==> src/design/crontab_line_matcher_defines.svh <==
// Assertion macros shared by the crontab matcher
`ifndef CRONTAB_LINE_MATCHER_DEFINES_SVH
`define CRONTAB_LINE_MATCHER_DEFINES_SVH

// checked out of reset only
`define CLM_ASSERT(lbl, prop, msg) \
  lbl: assert property (@(posedge clk) disable iff (rst) prop) else $error(msg);

// checked on every edge, reset included
`define CLM_ASSERT_ALWAYS(lbl, prop, msg) \
  lbl: assert property (@(posedge clk) prop) else $error(msg);

`endif

==> src/design/cronlm_pkg.sv <==
package cronlm_pkg;

  localparam int unsigned OUTQ_DEPTH = 4;
  localparam int unsigned CFG_W      = 6;

  typedef logic [8:0] sym_t;

  localparam sym_t SYM_PERCENT = 9'd256;
  localparam sym_t SYM_NEWLINE = 9'd257;
  localparam sym_t SYM_EOF     = 9'd258;

  localparam logic [7:0] CHR_PERCENT   = 8'h25;
  localparam logic [7:0] CHR_NEWLINE   = 8'h0A;
  localparam logic [7:0] CHR_BACKSLASH = 8'h5C;
  localparam logic [7:0] CHR_COMMA     = 8'h2C;
  localparam logic [7:0] CHR_DASH      = 8'h2D;
  localparam logic [7:0] CHR_STAR      = 8'h2A;
  localparam logic [7:0] CHR_SPACE     = 8'h20;
  localparam logic [7:0] CHR_TAB       = 8'h09;
  localparam logic [7:0] CHR_ZERO      = 8'h30;
  localparam logic [7:0] CHR_NINE      = 8'h39;

  typedef enum logic [1:0] {
    KIND_NONE,
    KIND_CMD,
    KIND_STDIN
  } kind_t;

  typedef enum logic [2:0] {
    REG_MINUTE,
    REG_HOUR,
    REG_MDAY,
    REG_MONTH,
    REG_WDAY
  } reg_idx_t;

  typedef struct packed {
    logic [5:0] minute;
    logic [4:0] hour;
    logic [4:0] mday;
    logic [3:0] month;
    logic [2:0] wday;
  } now_t;

  typedef struct packed {
    logic       valid;
    kind_t      kind;
    logic [7:0] data;
    logic       done;
    logic       run;
    logic       last;
  } res_t;

  typedef struct packed {
    logic line_start;
    logic esc_pending;
  } status_t;

endpackage

==> src/design/cronlm_parser.sv <==
module cronlm_parser (
  input  logic               clk,
  input  logic               rst,
  input  cronlm_pkg::now_t   now_time,
  input  logic               beat,
  input  logic [7:0]         text_byte,
  input  logic               eot,
  output cronlm_pkg::res_t   res0,
  output cronlm_pkg::res_t   res1,
  output cronlm_pkg::status_t status
);
  import cronlm_pkg::*;

  typedef enum logic [3:0] {
    PH_LINE_START,
    PH_ELEM,
    PH_LOW,
    PH_DASH,
    PH_HIGH,
    PH_GLOB,
    PH_MATCH_SKIP,
    PH_MATCH_STR,
    PH_BLANKS,
    PH_CMD_START,
    PH_COMMAND,
    PH_STDIN,
    PH_SKIP
  } phase_t;

  typedef struct packed {
    phase_t     phase;
    logic [2:0] fidx;
    logic [6:0] lo;
    logic [6:0] hi;
    logic [1:0] dc;
    logic       has_cmd;
  } pst_t;

  typedef struct packed {
    pst_t st;
    logic again;
    res_t res;
  } pass_t;

  localparam pst_t PST_RESET = '{phase: PH_LINE_START, fidx: 3'd0, lo: 7'd0, hi: 7'd0,
                                 dc: 2'd0, has_cmd: 1'b0};

  function automatic logic is_blank(sym_t s);
    return s == {1'b0, CHR_SPACE} || s == {1'b0, CHR_TAB};
  endfunction

  function automatic logic is_digit(sym_t s);
    return s >= {1'b0, CHR_ZERO} && s <= {1'b0, CHR_NINE};
  endfunction

  function automatic logic is_end(sym_t s);
    return s == SYM_NEWLINE || s == SYM_EOF;
  endfunction

  function automatic logic is_punct(sym_t s);
    return s == SYM_PERCENT || is_digit(s) || s == {1'b0, CHR_DASH} ||
           s == {1'b0, CHR_COMMA} || s == {1'b0, CHR_STAR};
  endfunction

  function automatic logic [6:0] now_val(logic [2:0] fidx, now_t n);
    logic [6:0] v;
    unique case (fidx)
      3'd0:    v = {1'b0, n.minute};
      3'd1:    v = {2'b0, n.hour};
      3'd2:    v = {2'b0, n.mday};
      3'd3:    v = {3'b0, n.month};
      3'd4:    v = {4'b0, n.wday};
      default: v = 7'd0;
    endcase
    return v;
  endfunction

  // v*10 + digit, kept to 7 bits
  function automatic logic [6:0] mac10(logic [6:0] v, sym_t s);
    return {v[3:0], 3'b0} + {v[5:0], 1'b0} + {3'b0, s[3:0]};
  endfunction

  function automatic pass_t emit(pass_t p, kind_t k, logic [7:0] b);
    pass_t r;
    r = p;
    r.res.valid = 1'b1;
    r.res.kind  = k;
    r.res.data  = b;
    r.res.done  = 1'b0;
    r.res.run   = 1'b0;
    r.res.last  = 1'b0;
    return r;
  endfunction

  function automatic pass_t finish(pass_t p, logic run, logic nl);
    pass_t r;
    r = p;
    r.res.valid = 1'b1;
    r.res.kind  = nl ? KIND_STDIN : KIND_NONE;
    r.res.data  = nl ? CHR_NEWLINE : 8'd0;
    r.res.done  = 1'b1;
    r.res.run   = run;
    r.res.last  = 1'b0;
    r.st        = PST_RESET;
    return r;
  endfunction

  function automatic pass_t matched(pass_t p, sym_t s);
    pass_t r;
    r = p;
    if (is_blank(s)) begin
      r.st.fidx  = p.st.fidx + 3'd1;
      r.st.phase = PH_BLANKS;
    end else begin
      r.st.phase = PH_MATCH_SKIP;
    end
    return r;
  endfunction

  function automatic pass_t item_end(pass_t p, sym_t s, logic [6:0] lo, logic [6:0] hi,
                                     logic [6:0] nv);
    pass_t r;
    r = p;
    if (s == {1'b0, CHR_COMMA} || is_blank(s)) begin
      if (lo <= nv && nv <= hi) begin
        r = matched(p, s);
      end else begin
        r.st.phase = is_blank(s) ? PH_SKIP : PH_ELEM;
      end
    end else begin
      r.st.phase = PH_SKIP;
      r.again    = 1'b1;
    end
    return r;
  endfunction

  function automatic pass_t do_pass(pst_t st, sym_t s, now_t n);
    pass_t      p;
    logic [6:0] nv;
    p.st    = st;
    p.again = 1'b0;
    p.res   = '0;
    nv      = now_val(st.fidx, n);
    unique case (st.phase)
      PH_LINE_START: begin
        if (!(is_blank(s) || is_end(s))) begin
          p.st.fidx  = 3'd0;
          p.st.phase = PH_ELEM;
          p.again    = 1'b1;
        end
      end
      PH_ELEM: begin
        if (is_digit(s)) begin
          p.st.lo    = {3'b0, s[3:0]};
          p.st.dc    = 2'd1;
          p.st.phase = PH_LOW;
        end else if (s == {1'b0, CHR_STAR}) begin
          p.st.phase = PH_GLOB;
        end else begin
          p.st.phase = PH_SKIP;
          p.again    = !is_blank(s);
        end
      end
      PH_LOW: begin
        if (is_digit(s)) begin
          if (st.dc < 2'd2) begin
            p.st.lo = mac10(st.lo, s);
            p.st.dc = st.dc + 2'd1;
          end else begin
            p.st.dc = 2'd3;
          end
        end else if (st.dc == 2'd3) begin
          p.st.phase = PH_SKIP;
          p.again    = 1'b1;
        end else if (s == {1'b0, CHR_DASH}) begin
          p.st.phase = PH_DASH;
        end else begin
          p = item_end(p, s, st.lo, st.lo, nv);
        end
      end
      PH_DASH: begin
        if (is_digit(s)) begin
          p.st.hi    = {3'b0, s[3:0]};
          p.st.dc    = 2'd1;
          p.st.phase = PH_HIGH;
        end else begin
          p.st.phase = PH_SKIP;
          p.again    = 1'b1;
        end
      end
      PH_HIGH: begin
        if (is_digit(s)) begin
          if (st.dc < 2'd2) begin
            p.st.hi = mac10(st.hi, s);
            p.st.dc = st.dc + 2'd1;
          end else begin
            p.st.dc = 2'd3;
          end
        end else if (st.dc == 2'd3) begin
          p.st.phase = PH_SKIP;
          p.again    = 1'b1;
        end else begin
          p = item_end(p, s, st.lo, st.hi, nv);
        end
      end
      PH_GLOB: begin
        if (s == {1'b0, CHR_COMMA} || is_blank(s)) begin
          p = matched(p, s);
        end else begin
          p.st.phase = PH_SKIP;
          p.again    = 1'b1;
        end
      end
      PH_MATCH_SKIP: begin
        if (is_blank(s)) begin
          p.st.fidx  = st.fidx + 3'd1;
          p.st.phase = PH_BLANKS;
        end else if (is_end(s)) begin
          p = finish(p, 1'b0, 1'b0);
        end else if (!is_punct(s)) begin
          p.st.phase = PH_MATCH_STR;
        end
      end
      PH_MATCH_STR: begin
        if (s == SYM_PERCENT) begin
          p.st.phase = PH_MATCH_SKIP;
        end else if (is_end(s)) begin
          p = finish(p, 1'b0, 1'b0);
        end
      end
      PH_BLANKS: begin
        if (!is_blank(s)) begin
          p.st.phase = (st.fidx >= 3'd5) ? PH_CMD_START : PH_ELEM;
          p.again    = 1'b1;
        end
      end
      PH_CMD_START: begin
        if (is_end(s)) begin
          p = finish(p, 1'b0, 1'b0);
        end else if (is_punct(s) || is_blank(s)) begin
          p.st.phase = PH_SKIP;
        end else begin
          p            = emit(p, KIND_CMD, s[7:0]);
          p.st.has_cmd = 1'b1;
          p.st.phase   = PH_COMMAND;
        end
      end
      PH_COMMAND: begin
        if (is_end(s)) begin
          p = finish(p, st.has_cmd, 1'b0);
        end else if (s == SYM_PERCENT) begin
          p.st.phase = PH_STDIN;
        end else begin
          p = emit(p, KIND_CMD, s[7:0]);
        end
      end
      PH_STDIN: begin
        if (is_end(s)) begin
          p = finish(p, st.has_cmd, 1'b1);
        end else if (s == SYM_PERCENT) begin
          p = emit(p, KIND_STDIN, CHR_NEWLINE);
        end else begin
          p = emit(p, KIND_STDIN, s[7:0]);
        end
      end
      default: begin
        if (is_end(s)) begin
          p = finish(p, 1'b0, 1'b0);
        end
      end
    endcase
    return p;
  endfunction

  // one symbol: at most four chained passes, at most one result
  function automatic pass_t feed(pst_t st, logic act, sym_t s, now_t n);
    pass_t acc;
    pass_t p;
    logic  go;
    acc.st    = st;
    acc.again = 1'b0;
    acc.res   = '0;
    go        = act;
    for (int i = 0; i < 4; i++) begin
      if (go) begin
        p      = do_pass(acc.st, s, n);
        acc.st = p.st;
        if (p.res.valid) begin
          acc.res = p.res;
        end
        go = p.again;
      end
    end
    return acc;
  endfunction

  pst_t  st;
  pst_t  st_next;
  logic  esc;
  logic  esc_next;
  logic  act_a;
  logic  act_b;
  sym_t  sym_a;
  sym_t  sym_b;
  sym_t  plain_sym;
  pass_t fa;
  pass_t fb;

  always_comb begin
    priority if (text_byte == CHR_PERCENT) begin
      plain_sym = SYM_PERCENT;
    end else if (text_byte == CHR_NEWLINE) begin
      plain_sym = SYM_NEWLINE;
    end else begin
      plain_sym = {1'b0, text_byte};
    end

    act_a = 1'b0;
    sym_a = {1'b0, CHR_BACKSLASH};
    act_b = 1'b0;
    sym_b = plain_sym;
    if (eot) begin
      act_a = esc;
      act_b = 1'b1;
      sym_b = SYM_EOF;
    end else if (esc && text_byte == CHR_PERCENT) begin
      act_a = 1'b1;
      sym_a = {1'b0, CHR_PERCENT};
    end else if (esc && text_byte == CHR_NEWLINE) begin
      act_a = 1'b0;
    end else begin
      act_a = esc;
      act_b = text_byte != CHR_BACKSLASH;
    end
    esc_next = !eot && text_byte == CHR_BACKSLASH;

    fa      = feed(st, act_a, sym_a, now_time);
    fb      = feed(fa.st, act_b, sym_b, now_time);
    st_next = fb.st;

    if (fa.res.valid) begin
      res0 = fa.res;
      res1 = fb.res;
    end else begin
      res0 = fb.res;
      res1 = '0;
    end
    if (res1.valid) begin
      res1.last = 1'b1;
    end else begin
      res0.last = res0.valid;
    end
  end

  always_ff @(posedge clk) begin
    if (rst) begin
      st  <= PST_RESET;
      esc <= 1'b0;
    end else if (beat) begin
      st  <= st_next;
      esc <= esc_next;
    end
  end

  assign status.line_start  = st.phase == PH_LINE_START;
  assign status.esc_pending = esc;

endmodule

==> src/design/cronlm_outq.sv <==
module cronlm_outq (
  input  logic             clk,
  input  logic             rst,
  input  logic             push,
  input  cronlm_pkg::res_t in0,
  input  cronlm_pkg::res_t in1,
  output logic             has_room,
  output logic             head_valid,
  output cronlm_pkg::res_t head,
  input  logic             head_take
);
  import cronlm_pkg::*;

  localparam int unsigned PW = $clog2(OUTQ_DEPTH);
  localparam int unsigned CW = $clog2(OUTQ_DEPTH + 1);

  res_t          q [OUTQ_DEPTH];
  logic [PW-1:0] wr_ptr;
  logic [PW-1:0] rd_ptr;
  logic [CW-1:0] count;
  logic [CW-1:0] count_next;
  logic [CW-1:0] n_push;
  logic          pop;

  assign pop        = head_valid && head_take;
  assign n_push     = push ? (CW'(in0.valid) + CW'(in1.valid)) : '0;
  assign count_next = count + n_push - CW'(pop);
  assign head_valid = count != '0;
  assign head       = q[rd_ptr];
  assign has_room   = count <= CW'(OUTQ_DEPTH - 2);

  always_ff @(posedge clk) begin
    if (push && in0.valid) begin
      q[wr_ptr] <= in0;
    end
    if (push && in1.valid) begin
      q[wr_ptr + PW'(1)] <= in1;
    end
  end

  always_ff @(posedge clk) begin
    if (rst) begin
      wr_ptr <= '0;
      rd_ptr <= '0;
      count  <= '0;
    end else begin
      wr_ptr <= wr_ptr + n_push[PW-1:0];
      rd_ptr <= rd_ptr + PW'(pop);
      count  <= count_next;
    end
  end

endmodule

==> src/design/crontab_line_matcher.sv <==
// Crontab line matcher.
// Slave stream: one crontab text byte per beat in s_tdata; s_tlast marks end of
// table (the byte is then ignored). Master stream: one result per beat; m_tuser
// is the byte kind (none, command, stdin), m_tdata carries the unescaped byte,
// the line-done flag and the run flag, and m_tlast flags the final result that
// one input beat caused. An input beat yields zero, one or two results.
// Config: write cfg_data into cfg_index 0..4 (minute, hour, day of month, month,
// weekday) with cfg_we, only while no results are outstanding.
// Latency: with the queue empty, a result is presented the cycle after its input
// beat is taken.
// Throughput: one input beat per cycle while s_tready is high; a beat giving two
// results presents them one after the other. The parser decides each beat
// combinationally; results go through a four-entry output queue; s_tready stays
// high while it has room for two more, so input flows while the head result waits.
// When m_tready is low the queue fills; s_tready drops once three results wait
// and rises again when no more than two remain.
// Reset clears the parser to line start, empties the queue and restores the
// time registers to 0:00, day 1, month 1, Sunday.
`include "crontab_line_matcher_defines.svh"

module crontab_line_matcher (
  input  logic       clk,
  input  logic       rst,
  input  logic       s_tvalid,
  output logic       s_tready,
  input  logic [7:0] s_tdata,   // [7:0] text_byte
  input  logic       s_tlast,   // end_of_text
  output logic       m_tvalid,
  input  logic       m_tready,
  output logic [15:0] m_tdata,  // [7:0] out_byte, [8] line_done, [9] run_command
  output logic [1:0] m_tuser,   // [1:0] byte_kind
  output logic       m_tlast,   // last_of_run
  input  logic       cfg_we,
  input  logic [2:0] cfg_index,
  input  logic [cronlm_pkg::CFG_W-1:0] cfg_data
);
  import cronlm_pkg::*;

  now_t    now_time;
  logic    beat;
  logic    has_room;
  logic    eot_beat;
  logic    parser_idle;
  res_t    res0;
  res_t    res1;
  res_t    head;
  status_t status;

  always_ff @(posedge clk) begin
    if (rst) begin
      now_time <= '{minute: 6'd0, hour: 5'd0, mday: 5'd1, month: 4'd1, wday: 3'd0};
    end else if (cfg_we) begin
      unique case (cfg_index)
        REG_MINUTE: now_time.minute <= cfg_data[5:0];
        REG_HOUR:   now_time.hour   <= cfg_data[4:0];
        REG_MDAY:   now_time.mday   <= cfg_data[4:0];
        REG_MONTH:  now_time.month  <= cfg_data[3:0];
        REG_WDAY:   now_time.wday   <= cfg_data[2:0];
        default: ;
      endcase
    end
  end

  assign s_tready = has_room;
  assign beat     = s_tvalid && s_tready;

  cronlm_parser u_parser (
    .clk       (clk),
    .rst       (rst),
    .now_time  (now_time),
    .beat      (beat),
    .text_byte (s_tdata),
    .eot       (s_tlast),
    .res0      (res0),
    .res1      (res1),
    .status    (status)
  );

  cronlm_outq u_outq (
    .clk        (clk),
    .rst        (rst),
    .push       (beat),
    .in0        (res0),
    .in1        (res1),
    .has_room   (has_room),
    .head_valid (m_tvalid),
    .head       (head),
    .head_take  (m_tready)
  );

  assign m_tdata = {6'b0, head.run, head.done, head.data};
  assign m_tuser = head.kind;
  assign m_tlast = head.last;

  assign eot_beat    = beat && s_tlast;
  assign parser_idle = status.line_start && !status.esc_pending;

  `CLM_ASSERT(a_run_with_done, m_tvalid && head.run |-> head.done, "run flag without line end")
  `CLM_ASSERT(a_cmd_not_done, m_tvalid && head.kind == KIND_CMD |-> !head.done, "cmd byte ends line")
  `CLM_ASSERT(a_eot_line_start, eot_beat |=> parser_idle, "end of table left parser mid line")
  `CLM_ASSERT_ALWAYS(a_rst_empty, rst |=> !m_tvalid, "results pending after reset")

endmodule
==> config.mk <==
export PLATFORM = sky130hd
export DESIGN_NAME = crontab_line_matcher
export DESIGN_NICKNAME = d
export VERILOG_FILES = /design/src/design/cronlm_pkg.sv /design/src/design/cronlm_parser.sv /design/src/design/cronlm_outq.sv /design/src/design/crontab_line_matcher.sv
export VERILOG_INCLUDE_DIRS = /design/src /design/src/design
export SDC_FILE = /design/constraint.sdc
export NUM_CORES = 1
export LEC_CHECK = 0
export BUFFER_PORTS_ARGS = -buffer_cell sky130_fd_sc_hd__buf_2
export CORE_MARGIN = 8
export CORE_UTILIZATION = 68
export DETAILED_ROUTE_END_ITERATION = 8
export HOLD_SLACK_MARGIN = 0.03
export MAX_ROUTING_LAYER = met4
export PLACE_DENSITY = 0.91
export SLEW_MARGIN = 20
export SYNTH_ARGS = -nofsm -noshare
export SYNTH_HDL_FRONTEND = slang
export SYNTH_SLANG_ARGS = --single-unit
==> constraint.sdc <==
create_clock -name clk -period 23.8 [get_ports clk]
set_input_delay 0 -clock clk [delete_from_list [all_inputs] [get_ports clk]]
set_output_delay 0 -clock clk [all_outputs]
set_load 0.005 [all_outputs]
==> results of run 1 <==
cell type report:
class | count | area (sq um)
multi-input combinational | 926 | 6230
fill | 1013 | 3720
sequential | 107 | 2660
timing repair buffer | 59 | 365
inverter | 67 | 251
clock buffer | 9 | 225
tap | 180 | 225
clock inverter | 7 | 86.3
antenna | 2 | 5.00
flip-flops by register name, indices dropped and copies added (netlist names):
signal,flops
u_outq.q,52
u_outq.wr_ptr,2
now_time,23
u_parser.st,24
u_parser.esc,1
u_outq.count,3
u_outq.rd_ptr,2
per-layer routing:
metal  share of wire (%)  routed length, microns  global-route usage [%]  vias up
met1                  36                   12000                    46.3     4551
met3                  13                    4150                    6.81      199
met4                 7.0                    2310                    22.1        0
li1                    -                       -                       -     4326
met2                  44                   14600                    56.0      856
met5                   0                       0                       -        -
power by group through the flow:
stage                     clock network [mW]  registers (mW)  logic, mW
final                                  0.159           0.232      0.313
after global routing                   0.164           0.234      0.337
after CTS                              0.158           0.231      0.302
after detailed placement                   0           0.235      0.300
after global placement                     0           0.234      0.297
after floorplan                            0           0.224      0.219
how the worst max path moves through the flow:
stage,slack (ps),to,start,depth (start not counted)
after detailed placement,13790,u_outq.q[1][12]$_DFFE_PP_,s_tdata[0],36
after floorplan,15620,u_outq.q[1][0]$_DFFE_PP_,s_tdata[4],39
final,13440,u_outq.q[1][12]$_DFFE_PP_,u_parser.esc$_SDFFE_PP0P_,33
after CTS,13840,u_outq.q[1][12]$_DFFE_PP_,u_parser.esc$_SDFFE_PP0P_,33
after global routing,13040,u_outq.q[1][7]$_DFFE_PP_,u_parser.esc$_SDFFE_PP0P_,33
after global placement,14280,u_outq.q[1][9]$_DFFE_PP_,s_tdata[0],36
tightest hold or removal path, stage by stage:
cell and delay (ps):
buf_2 120, nor3_1 110, mux2i_1 130, nor2_1 70
per-stage QoR:
step           cell area [sq um]  cells  worst slack (ps)  util (%)  hold slack, ps
2_1_floorplan               9500   1185             15620         -             118
3_3_place_gp                9670   1333             14280      70.2             250
3_5_place_dp                9670   1333             13790      70.2             257
4_1_cts                    10000   1355             13840      72.9             104
5_1_grt                    10100   1357             13040      73.0             136
6_report                   10100   1357             13440      73.0             109
Yosys cell counts, types with 15 or more instances:
cell type	instances	area, sq um
nor2b_1	16	100
inv_1	64	240
dfxtp_1	55	1100
edfxtp_1	52	1560
nor2_1	132	495
nor3_1	25	125
nand2_1	132	495
clkbuf_1	58	218
nand3_1	23	115
a21o_1	15	113
o21ai_0	52	260
a31oi_1	18	113
ha_1	60	751
mux2i_1	27	270
o22ai_1	41	257
a21oi_1	79	395
xnor2_1	16	140
nand2b_1	15	93.8
kinds of logic after synthesis:
kind of cell | synth area share, %
AND/OR/NAND/NOR | 22.3
adder cells (fa/ha/maj) | 9.40
buffers and inverters | 6.68
multiplexers | 6.53
flip-flops | 28.1
XOR/XNOR | 2.03
AO/OA/AOI/OAI | 24.9
other | 0.0396
repair_timing:
item	in CTS	in global routing
endpoints found under the hold margin	22	0
hold buffers	6	0
endpoints found under the setup margin	0	0
==> results by group, run 1 <==
Outcome
  • Status: finished, violations left
  • Failing checks: design-rule violations

Critical path
  • Crit-path leading delay family: compound AO/OA/AOI/OAI gates
  • Most used cell, CP: ha_1
  • WP buf/inv: 3
  • Worst Path Max Fanout: 19
  • Worst endpoint required time: 23,870 ps
  • Startpoint Class: flop
  • Flop-to-flop setup slack: 13,440 ps
  • Worst Setup End Kind: flop
  • CP max stage delay: 1010 ps
  • Critical path class: reg -> reg
  • R2r endpoint: u_outq.q[1][12]$_DFFE_PP_
  • Cell count of the worst reg-to-reg path: 33
  • Worst path arrival time: 10,430 ps
  • Slowest stage cell, crit path: o41ai_2
  • R2R Path Start: u_parser.esc$_SDFFE_PP0P_

Drt
  • Vias: 9,932
  • Vias/cell: 7.32
  • ANT nets after route: 0
  • DR pass1 iterations: 9
  • Routed len/inst: 24.4 microns
  • Post-route DRC: 13
  • Initial drt markers: 1,861
  • Final wirelength: 33,100 microns

STA
  • Final setup TNS: 0 ps
  • RSZ-0062 raised after global routing: false
  • Final Critical Period: 10,360 ps
  • Clock Skew: 13.7 ps
  • Headroom to the max-slew limit: 15.2%
  • Final Setup Violations: 0
  • Worst-Margin Slew: 1270 ps
  • Tcrit/Tclk final: 43.5%
  • FMAX: 0.0966 GHz
  • Slew Viols, Final: 0
  • Final hold vios: 0

Synthesis
  • Yosys reg bits: 107
  • Ys async rst share: 0%
  • Yosys warns: 0
  • Netlist cell types: 97
  • Sequential area share after synthesis: 28.1%
  • Mapped Area: 9480 sq um
  • Prevailing post-synth register cell: dfxtp_1
  • Syn Inst Count: 1,180
  • Syn Area/Cell: 8.04 sq um
  • Post-synth EDFFs: 52

Floorplanning
  • Die H: 134 microns
  • Die area: 18,000 sq um
  • Row Count: 43
  • I/O pin count: 44
  • Die extent in x: 134 microns
  • Core area: 13,800 sq um
  • Initial Util: 68.8%

Global route
  • Vias in the first global route: 9,145
  • First-pass GRT wire length: 51,000 microns
  • Largest net degree at the start of global routing: 56
  • Antenna violations before repair: 2
  • Congestion Overflow GR: 0
  • GRT Overall Usage: 37.3%

Power
  • Switching Fraction: 42.5%
  • Total power: 0.704 mW
  • Part of the power in combinational logic: 44.5%
  • Leak Pwr: 3.98 nW
  • P per Cell Area: 70.0 nW/um^2
  • Internal: 0.405 mW
  • Net Switching: 0.299 mW
  • Maximum vdd ir drop: 0.0420 mV
  • Flop pwr share: 32.9%
  • Power share of the clock group: 22.6%

Placed design
  • DP HPWL: 24,300 microns
  • PortBufs: 37
  • GPL Wtd Cong: 1.02

Flow run
  • Max-cap check violation count: 0

Worst hold path
  • Hold path depth: 4
  • Hold Startpoint: cfg_index[0]
  • Min-delay worst type: in -> reg
  • Min-Delay Endpoint: now_time[0]$_SDFFE_PP0P_

Finish
  • Synth-to-Final Area Change: 6.04%
  • Final nets: 1,258
  • Commonest cells after routing, fill and taps aside: nand2_1 (132), nor2_1 (132), a21oi_1 (79), inv_1 (64), ha_1 (60)
  • Layout cells sized above 1: 10.8%

Clock tree
  • Clk buf depth: 2
  • Root buf cell: clkbuf_16
  • Clk_lat worst skew: 370 ps
  • Post-CTS sizing: 0
  • CTS tree: built
  • Number of CTS-inserted buffers: 9
  • H-tree depth: 3
  • Worst-path clk slew: 90 ps
  • Post-CTS setup repair buffer count: 0
  • TritonCTS Sinks: 107
(Power assumes the default switching activity.)
==> run 2, diff against run 1 <==
CORE_UTILIZATION = 63   (was 68)
PLACE_DENSITY = 0.85   (was 0.91)
clock period = 9.65 ns   (was 23.8 ns; I/O delays follow)
==> run 2 against run 1 <==
The flow now finishes without violations; non-clock buffer count up 11; worst setup slack worse by 13000 ps; wire length down 6.6%; highest routed layer unchanged; sequential share of layout area down 0.17 points; fmax up 17%; first-iteration DRC count down 31%; global-route usage down 5.0 points; combinational power up 150%; clock skew about the same.
==> results by group, run 2 (same netlist as run 1, synthesis figures left out) <==
Critical path
  • Cell count of the worst reg-to-reg path: 35 (+6.1%)
  • CP max stage delay: 550 ps (-460 ps)
  • Worst Path Max Fanout: 15 (-4)
  • Critical path class: reg -> reg
  • R2r endpoint: u_outq.q[2][12]$_DFFE_PP_
  • Startpoint Class: flop
  • Flop-to-flop setup slack: 760 ps (-12,680 ps)
  • Worst endpoint required time: 9720 ps (-14,150 ps)
  • R2R Path Start: u_parser.st[20]$_SDFFE_PP0P_
  • Worst path arrival time: 8960 ps (-1470 ps)
  • Capture point of the critical path: u_outq.q[2][12]$_DFFE_PP_
  • Slowest stage cell, crit path: xnor2_1
  • Most used cell, CP: ha_1
  • Worst Setup End Kind: flop
  • CP startpoint: u_parser.st[20]$_SDFFE_PP0P_

Finish
  • Layout cells sized above 1: 11.6% (+0.83 points)
  • N_diodes: 0 (-2)
  • Largest Register: u_outq.q
  • Synth-to-Final Area Change: 6.73%
  • Biggest regs: u_outq.q (52), u_parser.st (24), now_time (23)
  • Commonest cells after routing, fill and taps aside: nand2_1 (132), nor2_1 (132), a21oi_1 (79), inv_1 (64), ha_1 (60)
  • Final nets: 1,269 (+0.87%)
  • Largest register FFs: 52 (unchanged)

Drt
  • Routed len/inst: 22.5 microns (-7.8%)
  • Post-route DRC: 0 (-13)
  • ANT nets after route: 0 (unchanged)
  • Initial drt markers: 1,280 (-31%)
  • Vias/cell: 6.97 (-4.8%)
  • Final wirelength: 30,900 microns (-6.6%)
  • Vias: 9,578 (-3.6%)
  • DR pass1 iterations: 9 (unchanged)

Floorplanning
  • Die extent in x: 139 microns (+3.4%)
  • Die H: 139 microns (+3.4%)
  • Die area: 19,200 sq um (+7.0%)
  • Core area: 15,000 sq um (+8.7%)
  • Row Count: 45 (+4.7%)
  • Initial Util: 63.3% (-5.5 points)
  • I/O pin count: 44 (unchanged)

Placed design
  • DP HPWL: 23,000 microns (-5.2%)
  • GPL Wtd Cong: 1.07 (+4.7%)
  • PortBufs: 37 (unchanged)

Power
  • Maximum vdd ir drop: 0.108 mV (+160%)
  • Total power: 1.73 mW (+150%)
  • P per Cell Area: 171 nW/um^2 (+140%)
  • Leak Pwr: 4.03 nW (+1.3%)

Clock tree
  • Root buf cell: clkbuf_16
  • TritonCTS Sinks: 107 (unchanged)
  • Number of CTS-inserted buffers: 9 (unchanged)
  • Clk buf depth: 2 (unchanged)
  • Hold Buf Count CTS: 6 (unchanged)
  • Post-CTS sizing: 0 (unchanged)
  • Worst-path clk slew: 80 ps (about the same)
  • Post-CTS setup repair buffer count: 0 (unchanged)
  • H-tree depth: 3 (unchanged)
  • Clk_lat worst skew: 360 ps (about the same)
  • CTS tree: built

STA
  • Slew Viols, Final: 0 (unchanged)
  • Final Critical Period: 8890 ps (-1470 ps)
  • Tcrit/Tclk final: 92.1% (+49 points)
  • Final setup TNS: 0 ps (unchanged)
  • Clock Skew: 13.4 ps (-0.390 ps)
  • FMAX: 0.113 GHz (+17%)
  • RSZ-0062 raised after global routing: false
  • Final Setup Violations: 0 (unchanged)
  • Headroom to the max-slew limit: 28.5% (+13 points)
  • Worst-Margin Slew: 1060 ps (-208 ps)
  • Smallest hold slack: 96.7 ps (-12.2 ps)
  • Final hold vios: 0 (unchanged)

Global route
  • Congestion Overflow GR: 0 (unchanged)
  • GRT Overall Usage: 32.3% (-5.0 points)
  • Antenna violations before repair: 0 (-2)
  • Largest net degree at the start of global routing: 56 (unchanged)
  • First-pass GRT wire length: 48,800 microns (-4.4%)
  • Vias in the first global route: 8,999 (-1.6%)

Outcome
  • Status: finished clean

Flow run
  • Max-cap check violation count: 0 (unchanged)

Worst hold path
  • Min-delay worst type: in -> reg
==> run 2: worst min path at each step <==
| stage | startpoint | slack (ps) | endpoint | cells after the start |
|---|---|---|---|---|
| 6_report | cfg_index[0] | 100 | now_time[2]$_SDFFE_PP0P_ | 4 |
| 5_1_grt | cfg_index[0] | 120 | now_time[1]$_SDFFE_PP0P_ | 4 |
| 4_1_cts | cfg_index[0] | 90 | now_time[2]$_SDFFE_PP0P_ | 4 |
| 3_5_place_dp | cfg_data[5] | 270 | now_time[22]$_SDFFE_PP0P_ | 3 |
| 3_3_place_gp | cfg_data[5] | 240 | now_time[22]$_SDFFE_PP0P_ | 3 |
| 2_1_floorplan | cfg_data[0] | 120 | now_time[7]$_SDFFE_PP1P_ | 1 |
==> run 2: metrics by stage <==
step                      cell area (sq um)  utilization [%]  worst slack (ps)  cells
after floorplan                        9500                -              1470   1185
after global placement                 9760             65.2               970   1352
after detailed placement               9760             65.2               744   1352
after CTS                             10100             67.6              1060   1374
after global routing                  10100             67.6               269   1374
final                                 10100             67.6               764   1374
==> run 2: critical path: cells and delay by family (launching register included) <==
| family | cells | cell delay (ps) |
|---|---|---|
| AO/OA/AOI/OAI | 13 | 3840 |
| flip-flops | 1 | 310 |
| adder cells (fa/ha/maj) | 4 | 1100 |
| XOR/XNOR | 1 | 550 |
| AND/OR/NAND/NOR | 11 | 1850 |
| buffers and inverters | 6 | 950 |
==> run 2: per-layer routing <==
metal	track usage (%)	part of all wire, %
met4	17.3	5.1
met2	48.9	45
met3	5.23	11
met5	-	0
met1	40.8	39
==> run 2: cell type report <==
type | count | area [sq um]
Inverter | 67 | 251
Sequential cell | 107 | 2660
Clock buffer | 9 | 225
Timing Repair Buffer | 70 | 448
Clock inverter | 7 | 76.3
Fill cell | 1274 | 4860
Tap cell | 188 | 235
Multi-Input combinational cell | 926 | 6220
==> run 2: power by group <==
| part | switching (mW) | internal, mW | total, mW |
|---|---|---|---|
| Combinational | 0.492 | 0.289 | 0.782 |
| Sequential | 0.0342 | 0.526 | 0.560 |
| Clock | 0.199 | 0.187 | 0.385 |
